`config.mk`:
```
export PLATFORM = sky130hd
export DESIGN_NAME = ea2rm_reduce
export DESIGN_NICKNAME = d
export VERILOG_FILES = /design/src/design/ea2rm_pkg.sv /design/src/design/ea2rm_reduce.sv
export VERILOG_INCLUDE_DIRS = /design/src /design/src/design
export SDC_FILE = /design/constraint.sdc
export NUM_CORES = 1
export LEC_CHECK = 0
export BUFFER_PORTS_ARGS = -buffer_cell sky130_fd_sc_hd__clkbuf_2
export CAP_MARGIN = 20
export CELL_PAD_IN_SITES_DETAIL_PLACEMENT = 1
export CELL_PAD_IN_SITES_GLOBAL_PLACEMENT = 2
export CORE_ASPECT_RATIO = 0.5
export CORE_MARGIN = 2
export CORE_UTILIZATION = 34
export DETAILED_ROUTE_END_ITERATION = 12
export GPL_TIMING_DRIVEN = 0
export MAX_ROUTING_LAYER = met4
export PLACE_DENSITY = 0.82
export SETUP_SLACK_MARGIN = 0.3
export SYNTH_ARGS = -nofsm -noshare
export SYNTH_HDL_FRONTEND = slang
export SYNTH_SLANG_ARGS = --single-unit
export TNS_END_PERCENT = 10
```
`constraint.sdc`:
```
create_clock -name clk -period 2.7 [get_ports clk]
set_input_delay 0.405 -clock clk [delete_from_list [all_inputs] [get_ports clk]]
set_output_delay 0.405 -clock clk [all_outputs]
set_load 0.005 [all_outputs]
```
`src/design/assert_macros.svh`:
```
// ---------------------------------------------------------------------------
// Assertion macros
// Shared concurrent assertion forms, clocked on clk and disabled in reset.
// ---------------------------------------------------------------------------
`ifndef ASSERT_MACROS_SVH
`define ASSERT_MACROS_SVH

// Checks a property on every rising clock edge outside reset.
`define EA_ASSERT(lbl, prop, msg) \
    lbl: assert property (@(posedge clk) disable iff (!rst_n) (prop)) else $error(msg);

// Checks that a condition implies a consequence in the same cycle.
`define EA_ASSERT_IMPL(lbl, ante, cons, msg) \
    `EA_ASSERT(lbl, (ante) |-> (cons), msg)

`endif

```
`src/design/ea2rm_pkg.sv`:
```
// ---------------------------------------------------------------------------
// ea2rm_pkg
// Widths, payload types and arithmetic helpers for the rotation matrix block.
// ---------------------------------------------------------------------------
package ea2rm_pkg;

    localparam int ANG_W = 17;
    localparam int OUT_W = 16;
    localparam int REM_W = 14;
    localparam int XW = 34;
    localparam int ZW = 26;
    localparam int TW = 32;
    localparam int ATAN_ENTRIES = 24;
    localparam int CORDIC_STEPS_DEF = 16;

    localparam logic signed [ANG_W:0] FULL_TURN = 18'sd46080;
    localparam logic signed [ANG_W:0] QUARTER_TURN = 18'sd11520;
    localparam logic signed [XW-1:0] GAIN_Q30 = 34'sd652032874;
    localparam logic signed [TW-1:0] ONE_Q30 = 32'sd1073741824;

    typedef enum logic [1:0] {
        QUAD_0 = 2'd0,
        QUAD_1 = 2'd1,
        QUAD_2 = 2'd2,
        QUAD_3 = 2'd3
    } quad_t;

    // Lane 0 is roll, lane 1 is pitch, lane 2 is yaw.
    typedef struct packed {
        logic [2:0]            zero;
        logic [2:0][1:0]       quad;
        logic [2:0][REM_W-1:0] rem;
    } red_t;

    typedef struct packed {
        logic [2:0][TW-1:0] sn;
        logic [2:0][TW-1:0] cs;
    } trig_t;

    typedef struct packed {
        logic signed [OUT_W-1:0] row0_col0;
        logic signed [OUT_W-1:0] row1_col0;
        logic signed [OUT_W-1:0] row2_col0;
        logic signed [OUT_W-1:0] row0_col1;
        logic signed [OUT_W-1:0] row1_col1;
        logic signed [OUT_W-1:0] row2_col1;
        logic signed [OUT_W-1:0] row0_col2;
        logic signed [OUT_W-1:0] row1_col2;
        logic signed [OUT_W-1:0] row2_col2;
    } mat_t;

    // atan(2^-i) in degrees times 65536.
    function automatic logic signed [ZW-1:0] atan_lut(input logic [4:0] idx);
        logic signed [ZW-1:0] v;
        case (idx)
            5'd0:  v = 26'sd2949120;
            5'd1:  v = 26'sd1740967;
            5'd2:  v = 26'sd919879;
            5'd3:  v = 26'sd466945;
            5'd4:  v = 26'sd234379;
            5'd5:  v = 26'sd117304;
            5'd6:  v = 26'sd58666;
            5'd7:  v = 26'sd29335;
            5'd8:  v = 26'sd14668;
            5'd9:  v = 26'sd7334;
            5'd10: v = 26'sd3667;
            5'd11: v = 26'sd1833;
            5'd12: v = 26'sd917;
            5'd13: v = 26'sd458;
            5'd14: v = 26'sd229;
            5'd15: v = 26'sd115;
            5'd16: v = 26'sd57;
            5'd17: v = 26'sd29;
            5'd18: v = 26'sd14;
            5'd19: v = 26'sd7;
            5'd20: v = 26'sd4;
            5'd21: v = 26'sd2;
            5'd22: v = 26'sd1;
            default: v = 26'sd0;
        endcase
        return v;
    endfunction

    // Q1.30 product with round half up.
    function automatic logic signed [TW-1:0] qmul(input logic signed [TW-1:0] a,
                                                  input logic signed [TW-1:0] b);
        logic signed [2*TW-1:0] ae;
        logic signed [2*TW-1:0] be;
        logic signed [2*TW-1:0] p;
        ae = a;
        be = b;
        p = ae * be + 64'sd536870912;
        return p[61:30];
    endfunction

    function automatic logic signed [OUT_W-1:0] to_q15(input logic signed [TW:0] v);
        logic signed [TW+1:0] t;
        t = ($signed({v[TW], v}) + 34'sd16384) >>> 15;
        if (t > 34'sd32767)
            return 16'sh7fff;
        if (t < -34'sd32768)
            return 16'sh8000;
        return t[OUT_W-1:0];
    endfunction

endpackage

```
`src/design/ea2rm_reduce.sv`:
```
// ---------------------------------------------------------------------------
// ea2rm_reduce
// Wraps each angle into one turn and splits it into quadrant and remainder.
// ---------------------------------------------------------------------------
`include "assert_macros.svh"

module ea2rm_reduce (
    input  logic                              clk,
    input  logic                              rst_n,
    input  logic                              in_valid,
    output logic                              in_ready,
    input  logic [2:0][ea2rm_pkg::ANG_W-1:0]  in_angle,
    output logic                              out_valid,
    input  logic                              out_ready,
    output ea2rm_pkg::red_t                   out_data
);

    logic            valid_reg;
    logic            advance;
    ea2rm_pkg::red_t data_reg;
    ea2rm_pkg::red_t data_next;

    assign advance = !valid_reg || out_ready;
    assign in_ready = advance;

    always_comb
    begin
        logic signed [ea2rm_pkg::ANG_W:0] a;
        logic signed [ea2rm_pkg::ANG_W:0] w;
        logic signed [ea2rm_pkg::ANG_W:0] r;
        data_next = '0;
        for (int k = 0; k < 3; k++)
        begin
            a = $signed({in_angle[k][ea2rm_pkg::ANG_W-1], in_angle[k]});
            if (a < -ea2rm_pkg::FULL_TURN)
                w = a + ea2rm_pkg::FULL_TURN + ea2rm_pkg::FULL_TURN;
            else if (a < 0)
                w = a + ea2rm_pkg::FULL_TURN;
            else if (a >= ea2rm_pkg::FULL_TURN)
                w = a - ea2rm_pkg::FULL_TURN;
            else
                w = a;
            if (w < ea2rm_pkg::QUARTER_TURN)
            begin
                data_next.quad[k] = ea2rm_pkg::QUAD_0;
                r = w;
            end
            else if (w < 2 * ea2rm_pkg::QUARTER_TURN)
            begin
                data_next.quad[k] = ea2rm_pkg::QUAD_1;
                r = w - ea2rm_pkg::QUARTER_TURN;
            end
            else if (w < 3 * ea2rm_pkg::QUARTER_TURN)
            begin
                data_next.quad[k] = ea2rm_pkg::QUAD_2;
                r = (ea2rm_pkg::ANG_W+1)'(w - 2 * ea2rm_pkg::QUARTER_TURN);
            end
            else
            begin
                data_next.quad[k] = ea2rm_pkg::QUAD_3;
                r = (ea2rm_pkg::ANG_W+1)'(w - 3 * ea2rm_pkg::QUARTER_TURN);
            end
            data_next.rem[k] = r[ea2rm_pkg::REM_W-1:0];
            data_next.zero[k] = (r == 0);
        end
    end

    always_ff @(posedge clk or negedge rst_n)
    begin
        if (!rst_n)
            valid_reg <= 1'b0;
        else if (advance)
            valid_reg <= in_valid;
    end

    always_ff @(posedge clk)
    begin
        if (advance && in_valid)
            data_reg <= data_next;
    end

    assign out_valid = valid_reg;
    assign out_data = data_reg;

    `EA_ASSERT_IMPL(a_rem_in_quadrant, valid_reg,
        (data_reg.rem[0] < 14'd11520) && (data_reg.rem[1] < 14'd11520)
        && (data_reg.rem[2] < 14'd11520), "remainder outside one quadrant")
    `EA_ASSERT_IMPL(a_zero_flag, valid_reg,
        data_reg.zero[0] == (data_reg.rem[0] == '0), "zero flag disagrees with remainder")

endmodule

```
==> results of run 1 <==
-- worst max-delay path, delay by kind of cell --
family | cells | cell delay [ns]
AOI/OAI and AO/OA | 6 | 1.42
buffers and inverters | 7 | 0.76
xor gates and xnor gates | 1 | 0.15
adders and majority gates | 1 | 0.14
and+or+nand+nor | 4 | 1.39
-- power groups by stage --
stage               clock network, mW  registers (mW)  logic, mW
global placement                    0            1.04       1.12
detailed placement                  0            1.04       1.15
CTS                             0.671            1.03       1.26
global route                    0.701            1.03       1.58
finish                          0.657            1.02       1.44
floorplan                           0            1.05      0.762
-- flip-flops by register name, summed over array words and instances, names as in the netlist --
name,cells
out_data,51
out_valid,1
-- cells in the final DEF, fill, tap and decap left out, types with 8 or more instances in the layout --
cell / instances
clkbuf_1: 18
nor4_1: 10
inv_1: 18
xnor2_1: 15
nor2_1: 31
nand2_1: 42
clkbuf_2: 111
nand2b_1: 8
ha_1: 29
nand3_1: 13
edfxtp_1: 51
o211ai_1: 10
or3_1: 9
nor3_1: 12
a21oi_1: 30
o21ai_0: 18
buf_4: 40
-- worst paths after layout --
path                               from      endpoint  slack, ns  depth (start not counted)
min reg2reg                   out_valid     out_valid       0.55                          2
max                        in_angle[29]  out_data[49]      -1.47                         19
max in group asynchronous         rst_n     out_valid       2.18                          2
min in group asynchronous         rst_n     out_valid       0.43                          2
max reg2reg                   out_valid  out_data[44]       1.08                          3
min                        in_angle[36]  out_data[30]       0.29                          1
-- cell families (layout without fill, tap and decap cells) --
family                     count (synthesis)  after routing  synth area share [%]
and+or+nand+nor                          217            217                 22.94
AOI/OAI and AO/OA                        208            208                 28.92
DFF                                       52             52                 29.51
adders and majority gates                 33             33                 7.829
muxes                                     10             10                 1.993
buffers and inverters                     70            225                 5.314
xor gates and xnor gates                  21             21                 3.487
-- metal layers --
layer	vias to the layer above	share of wire, %	wire length, µm	global-route usage [%]
met4	0	1.4	256	3.898
met2	104	50	9141	36.46
met1	2800	46	8506	27.59
li1	2711	-	-	-
met5	-	0	0	-
met3	18	2.9	535	2.343
-- metrics by stage --
stage	cells	utilization (%)	power [mW]	TNS [ns]	hold slack [ns]
floorplan	611	-	1.814	-17.59	0.1094
global placement	918	39.90	2.165	-42.16	0.1817
detailed placement	919	40.04	2.190	-40.68	0.1886
CTS	938	43.13	2.954	-19.86	0.2914
global route	970	46.91	3.313	-21.67	0.2868
finish	970	46.91	3.125	-17.81	0.2921
-- cell type report --
| class | count | area [µm²] | share of cell area, % |
|---|---|---|---|
| clock inverters | 3 | 26.28 | 0.3662 |
| well taps | 204 | 255.2 | 3.558 |
| inverters | 28 | 113.9 | 1.587 |
| multi-input cells | 489 | 3958 | 55.16 |
| clock buffers | 5 | 125.1 | 1.744 |
| plain buffers | 42 | 259.0 | 3.610 |
| flip-flops and latches | 52 | 1556 | 21.70 |
| repair buffers | 147 | 880.8 | 12.28 |
-- timing repair --
action                                  CTS  global route
endpoints found under the hold margin     1             0
setup buffers                            10            31
endpoints found under the setup margin   27            27
hold buffers                              1             0
resized for setup                        62            98
gates cloned                              0             1
pin swaps                                11            30
==> flow_summary.toml, run 1 <==
[pwr]
swShare_pct = 36.86
p_leak_nw = 2.829
peakVddDrop_mv = 0.2471
intPower_mw = 1.973
cellPowerDensity_nw_per_um2 = 435.6
power_switching_mw = 1.152
power_frac_comb_pct = 46.2
pwr-share-seq_pct = 32.8
clock_power_share_pct = 21.0

[global_routing]
grt_max_degree = 30
gr-total-overflow = 0
grt_usage_pct = 21.27
grt_pass1_wl_mm = 28.50
antenna_found_initial = 0
grt_pass1_vias = 5455

[placement]
place_ws_ns = -2.325
placed_area_um2 = 6123
dpl.hpwl_mm = 13.65
routabilityCongestion = 0.8473
io_buffers = 103

[die]
start_util_pct = 34.48
chipWidth_um = 180.1
io_pins = 108
die-area_um2 = 16580
die_h_um = 92.07
rows = 32
coreArea_um2 = 15290

[timing]
drv_slew = 0
skew_ns = 0.01162
grt_setup_unrepaired = "true"
setup_viol = 27
max_slew.worst_pin.slew_ns = 0.9363
slew_headroom_pct = 37.38
fmax_mhz = 239.7
hold_viol = 0
fin_ws_ns = -1.473
fin_crit_ns = 4.173
fin_crit_sh_pct = 154.5

[synthesis]
ys_async_sr_fraction_pct = 1.923
synth_top_area_share_pct = 29.04
yosysSeqAreaShare_pct = 29.51
synth_area_um2 = 5274
syn-num-nets = 699
synth_edf_count = 51
synth.top_cells.by_count = "edfxtp_1 (51), nand2_1 (44), a21oi_1 (38), clkbuf_1 (38), nor2_1 (38)"
synth_flop_cell = "edfxtp_1"
yosysMostFrequentCell = "edfxtp_1"
synth.largest_area_cell = "edfxtp_1"
synth-seq-cells = 52
synth_cells = 611
synth_warnings = 0
synth_area_per_cell_um2 = 8.631
synth_cell_types = 78
synthTopCellsByArea = "edfxtp_1 (29%), ha_1 (7.8%), a21oi_1 (3.6%)"

[critical_path]
crit_slowest_cell = "or4_1"
start_kind = "primary input"
arrival_ns = 4.28
crit_type = "primary input to flip-flop"
critPathRequiredTime_ns = 2.81
cp_common_cell = "buf_8"
cp_cell_sequence = "buf_8 > buf_8 > buf_8 > inv_4 > ha_4 > buf_6 > a211o_4 > a21oi_4 > a211oi_2 > or3_1 > buf_6 > and2_4 > o41ai_4 > buf_4 > a21oi_4 > xnor2_2 > a2111o_1 > or4_1 > nor4b_2"
cp_slowest_stage_delay_ns = 0.54
worstSetupEndpointType = "flip-flop"
cp_max_fo = 4

[clock_tree]
clock_sinks = 52
h-tree-depth = 2
clockBufferDepth = 2
worstSkewPairLatency_ns = 0.30
cts_tree = "yes"
clk_pin_slew_ns = 0.08
numCtsBuffers = 5
cts-root-buf = "clkbuf_16"

[worst_hold_path]
hp-class = "primary input to flip-flop"

[route]
drtIter0Drc = 203
detail_route.wl_per_cell_um = 19.01
vias_per_cell = 5.807
drt_wl_total_mm = 18.44
drtAntennaViolNets = 0
via_count = 5633
drc = 0
first_pass_iters = 4

[finish]
nets = 853
diodes = 0
area_delta_synth_final_pct = 36.04
final_area_um2 = 7174
drive_gt1_share_pct = 36.81
nFillCells = 1827

[flow_run]
maxCapViolCount = 0

[status]
violations = "setup timing"
status = "finished with violations"
(Power assumes the default switching activity.)
==> run 2, diff against run 1 <==
- CTS_CLUSTER_DIAMETER: default -> 120
- RECOVER_POWER: default -> 25
==> flow_summary.toml, run 2 (synthesis gave the netlist of run 1 again) <==
[die]
rows = 32
coreArea_um2 = 15290
start_util_pct = 34.48
io_pins = 108
die_h_um = 92.07
die-area_um2 = 16580
chipWidth_um = 180.1

[route]
vias_per_cell = 5.842
detail_route.wl_per_cell_um = 18.99
via_count = 5667
first_pass_iters = 4
drc = 0
drtIter0Drc = 203
drt_wl_total_mm = 18.42
drtAntennaViolNets = 0

[clock_tree]
h-tree-depth = 2
numCtsBuffers = 5
clock_sinks = 52
cts_tree = "yes"
worstSkewPairLatency_ns = 0.30
clk_pin_slew_ns = 0.08
cts-root-buf = "clkbuf_16"
clockBufferDepth = 2

[pwr]
p_leak_nw = 2.752
cellPowerDensity_nw_per_um2 = 436.9
intPower_mw = 1.967
peakVddDrop_mv = 0.2493
power_frac_comb_pct = 46.1
power_switching_mw = 1.153
pwr-share-seq_pct = 32.8
clock_power_share_pct = 21.1
swShare_pct = 36.94

[placement]
place_ws_ns = -2.325
dp.cells = 919
io_buffers = 103
routabilityCongestion = 0.8473
dpl.hpwl_mm = 13.65
placed_area_um2 = 6123

[global_routing]
gr-total-overflow = 0
grt_max_degree = 30
grt_pass1_vias = 5455
antenna_found_initial = 0
grt_pass1_wl_mm = 28.50
grt_usage_pct = 21.27

[timing]
setup_viol = 27
skew_ns = 0.01269
holdWs_ns = 0.2941
hold_viol = 0
fin_crit_ns = 4.174
grt_setup_unrepaired = "true"
slew_headroom_pct = 36.16
max_slew.worst_pin.slew_ns = 0.9546
drv_slew = 0
fmax_mhz = 239.6
fin_ws_ns = -1.474
fin_crit_sh_pct = 154.6

[worst_hold_path]
hold_start = "in_angle[36]"
min_path_cells = 1
hp-class = "primary input to flip-flop"
min_to = "out_data[30]"

[status]
violations = "setup timing"
status = "finished with violations"

[finish]
area_delta_synth_final_pct = 35.42
diodes = 0
nets = 853
largest_register_ffs = 51
nFillCells = 1833
final_cell_mix = "clkbuf_2 (85), edfxtp_1 (51), clkbuf_1 (44)"
drive_gt1_share_pct = 33.42
final_area_um2 = 7142
fin_cells = 970
layout_commonest_cell = "clkbuf_2"

[critical_path]
arrival_ns = 4.28
worstSetupEndpointType = "flip-flop"
r2r-start = "out_valid"
rrSetupSlack_ns = 1.08
reg2reg_to = "out_data[41]"
crit_type = "primary input to flip-flop"
start_kind = "primary input"
cp_max_fo = 4
reg2reg_depth = 3
critPathRequiredTime_ns = 2.81

[flow_run]
maxCapViolCount = 0
run 2: layer usage:
layer  part of all wire [%]  global-route usage [%]  vias up  wire [µm]
met5                      0                       -        -          0
met1                     46                   27.59     2801       8454
met2                     50                   36.46      134       9131
li1                       -                       -     2714          -
met3                    3.2                   2.343       18        597
met4                    1.3                   3.898        0        241
run 2: worst max-delay path by stage:
stage | start | to | slack [ns] | cells after the start
global route | in_angle[29] | out_data[49] | -1.55 | 19
global placement | in_angle[27] | out_data[49] | -2.35 | 15
floorplan | in_angle[29] | out_data[49] | -1.25 | 18
CTS | in_angle[29] | out_data[49] | -1.48 | 18
detailed placement | in_angle[27] | out_data[49] | -2.33 | 15
finish | in_angle[29] | out_data[49] | -1.47 | 19
run 2: per-stage QoR:
stage | util, % | TNS [ns] | power, mW
2_1_floorplan | - | -17.59 | 1.814
6_report | 46.70 | -17.73 | 3.120
3_5_place_dp | 40.04 | -40.68 | 2.190
5_1_grt | 46.70 | -21.66 | 3.307
3_3_place_gp | 39.90 | -42.16 | 2.165
4_1_cts | 43.13 | -19.86 | 2.954
run 2: layout make-up:
cell class / count / area (µm²) / share of cell area (%)
clock buffer: 5 / 125.1 / 1.752
inverter: 28 / 113.9 / 1.594
sequential: 52 / 1556 / 21.79
buffer: 42 / 259.0 / 3.626
timing repair buffer: 147 / 848.3 / 11.88
tap: 204 / 255.2 / 3.574
multi-input combinational: 489 / 3958 / 55.41
clock inverter: 3 / 26.28 / 0.3679
run 2: power groups by stage:
| stage | Sequential (mW) | Combinational, mW | Clock, mW |
|---|---|---|---|
| final | 1.02 | 1.44 | 0.658 |
| after global routing | 1.03 | 1.57 | 0.701 |
| after CTS | 1.03 | 1.26 | 0.671 |
| after detailed placement | 1.04 | 1.15 | 0 |
| after global placement | 1.04 | 1.12 | 0 |
| after floorplan | 1.05 | 0.762 | 0 |
run 2: worst max-delay path, cell delays in order:
cell and delay, ns:
buf_8 0.08, buf_8 0.10, buf_8 0.09, inv_4 0.03, ha_4 0.14, buf_6 0.12
a211o_4 0.35, a21oi_4 0.16, a211oi_2 0.06, or3_1 0.39, buf_6 0.14, and2_4 0.17
o41ai_4 0.37, buf_4 0.20, a21oi_4 0.06, xnor2_2 0.15, a2111o_1 0.42, or4_1 0.54
nor4b_2 0.29
run 2: what timing repair did:
item                                    in CTS  in global routing
pin swaps                                   11                 30
endpoints found under the setup margin      27                 27
gates cloned                                 0                  1
setup buffers                               10                 31
endpoints found under the hold margin        1                  0
gates resized for setup                     62                 98
hold buffers                                 1                  0
==> run 3, diff against run 2 <==
- PLACE_DENSITY: 0.82 -> default
- PLACE_DENSITY_LB_ADDON: default -> 0.2
==> flow_summary.toml, run 3 (synthesis gave the netlist of run 1 again) <==
[status]
status = "finished with violations"
violations = "setup timing"

[timing]
fin_crit_sh_pct = 148.5
grt_setup_unrepaired = "true"
fmax_mhz = 249.5
drv_slew = 0
hold_viol = 0
fin_ws_ns = -1.309
setup_viol = 25
skew_ns = 0.004569
fin_crit_ns = 4.009
slew_headroom_pct = 46.47
max_slew.worst_pin.slew_ns = 0.8030

[route]
drc = 0
drtIter0Drc = 229
drtAntennaViolNets = 0
first_pass_iters = 4
via_count = 5662
vias_per_cell = 5.807
detail_route.wl_per_cell_um = 19.45
drt_wl_total_mm = 18.97

[critical_path]
crit_slowest_cell = "or4_4"
arrival_ns = 4.14
cp_max_fo = 11
critPathRequiredTime_ns = 2.83
cp_cell_sequence = "clkbuf_2 > or4_4 > or4_4 > buf_6 > a32o_1 > or2_1 > buf_6 > a21o_4 > o41a_1 > nand2_1 > o21ai_1 > a221o_1 > or4_1 > nor3_2"
worstSetupEndpointType = "flip-flop"
path_buf_inv = 3
start_kind = "primary input"
crit_type = "primary input to flip-flop"
critPathTopFamily = "simple AND/OR/NAND/NOR gates"
cp_slowest_stage_delay_ns = 0.57

[pwr]
power_frac_comb_pct = 47.1
swShare_pct = 35.56
p_leak_nw = 2.853
peakVddDrop_mv = 0.2866
power_switching_mw = 1.168
total_power_mw = 3.285
intPower_mw = 2.117
clock_power_share_pct = 21.7
cellPowerDensity_nw_per_um2 = 443.2
pwr-share-seq_pct = 31.2

[clock_tree]
worstSkewPairLatency_ns = 0.29
clk_pin_slew_ns = 0.07
cts-root-buf = "clkbuf_16"
clock_sinks = 52
clockBufferDepth = 2
numCtsBuffers = 5
cts_tree = "yes"
h-tree-depth = 2

[finish]
final_util_pct = 48.46
area_delta_synth_final_pct = 40.55
final_cell_mix = "clkbuf_2 (87), edfxtp_1 (51), buf_4 (45)"
diodes = 0
layout_commonest_cell = "clkbuf_2"
nets = 858
largest_register_ffs = 51
drive_gt1_share_pct = 36.45

[global_routing]
grt_pass1_wl_mm = 30.37
grt_pass1_vias = 5781
antenna_found_initial = 0
grt_usage_pct = 23.01
grt_max_degree = 28
gr-total-overflow = 0

[flow_run]
maxCapViolCount = 0

[die]
die_h_um = 92.07
start_util_pct = 34.48
chipWidth_um = 180.1
io_pins = 108
rows = 32
die-area_um2 = 16580
coreArea_um2 = 15290

[worst_hold_path]
hp-class = "primary input to flip-flop"

[placement]
routabilityCongestion = 0.8599
io_buffers = 103
dpl.hpwl_mm = 13.60
## run 3: final timing paths
check | from | endpoint | slack, ns | cells after the start
setup reg to reg | out_valid | out_data[40] | 1.06 | 3
max in group asynchronous | rst_n | out_valid | 2.17 | 2
hold / removal | in_angle[1] | out_data[1] | 0.31 | 1
min in group asynchronous | rst_n | out_valid | 0.44 | 2
hold reg to reg | out_valid | out_valid | 0.53 | 2
setup / recovery | in_angle[1] | out_data[48] | -1.31 | 14
## run 3: layout make-up
type,instances,area (µm²)
sequential,52,1556
inverter,28,120.1
clock inverter,2,35.03
fill,1790,7883
timing repair buffer,151,900.9
tap,204,255.2
multi-input combinational,490,4090
clock buffer,6,128.9
buffer,42,325.3
## run 3: repair_timing
| action | in CTS | in global routing |
|---|---|---|
| buffers inserted | 44 | 2 |
| hold buffers | 1 | 0 |
| gates resized for setup | 145 | 43 |
| pin swaps | 43 | 12 |
| gates cloned | 1 | 0 |
| endpoints found under the hold margin | 1 | 0 |
| setup endpoints to repair | 27 | 27 |
## run 3: per-layer routing
layer | routed length, µm | share of wire (%) | global-route usage (%)
met3 | 576 | 3.0 | 2.859
met4 | 331 | 1.7 | 4.839
met5 | 0 | 0 | -
met1 | 8406 | 44 | 28.07
met2 | 9650 | 51 | 41.25
## run 3: through the flow
stage | TNS (ns) | setup slack (ns) | hold WS [ns] | instances | area, µm²
3_3_place_gp | -40.93 | -2.329 | 0.1809 | 918 | 6102
6_report | -14.58 | -1.309 | 0.3064 | 975 | 7412
2_1_floorplan | -17.59 | -1.255 | 0.1094 | 611 | 5331
3_5_place_dp | -40.79 | -2.232 | 0.1850 | 919 | 6123
4_1_cts | -14.69 | -1.334 | 0.3001 | 973 | 7289
5_1_grt | -17.66 | -1.482 | 0.2929 | 975 | 7412
## run 3: power by group through the flow
| stage | clock [mW] | combinational [mW] | sequential, mW |
|---|---|---|---|
| 2_1_floorplan | 0 | 0.762 | 1.05 |
| 3_3_place_gp | 0 | 1.13 | 1.04 |
| 3_5_place_dp | 0 | 1.15 | 1.04 |
| 4_1_cts | 0.725 | 1.47 | 1.03 |
| 5_1_grt | 0.755 | 1.68 | 1.03 |
| 6_report | 0.712 | 1.55 | 1.03 |
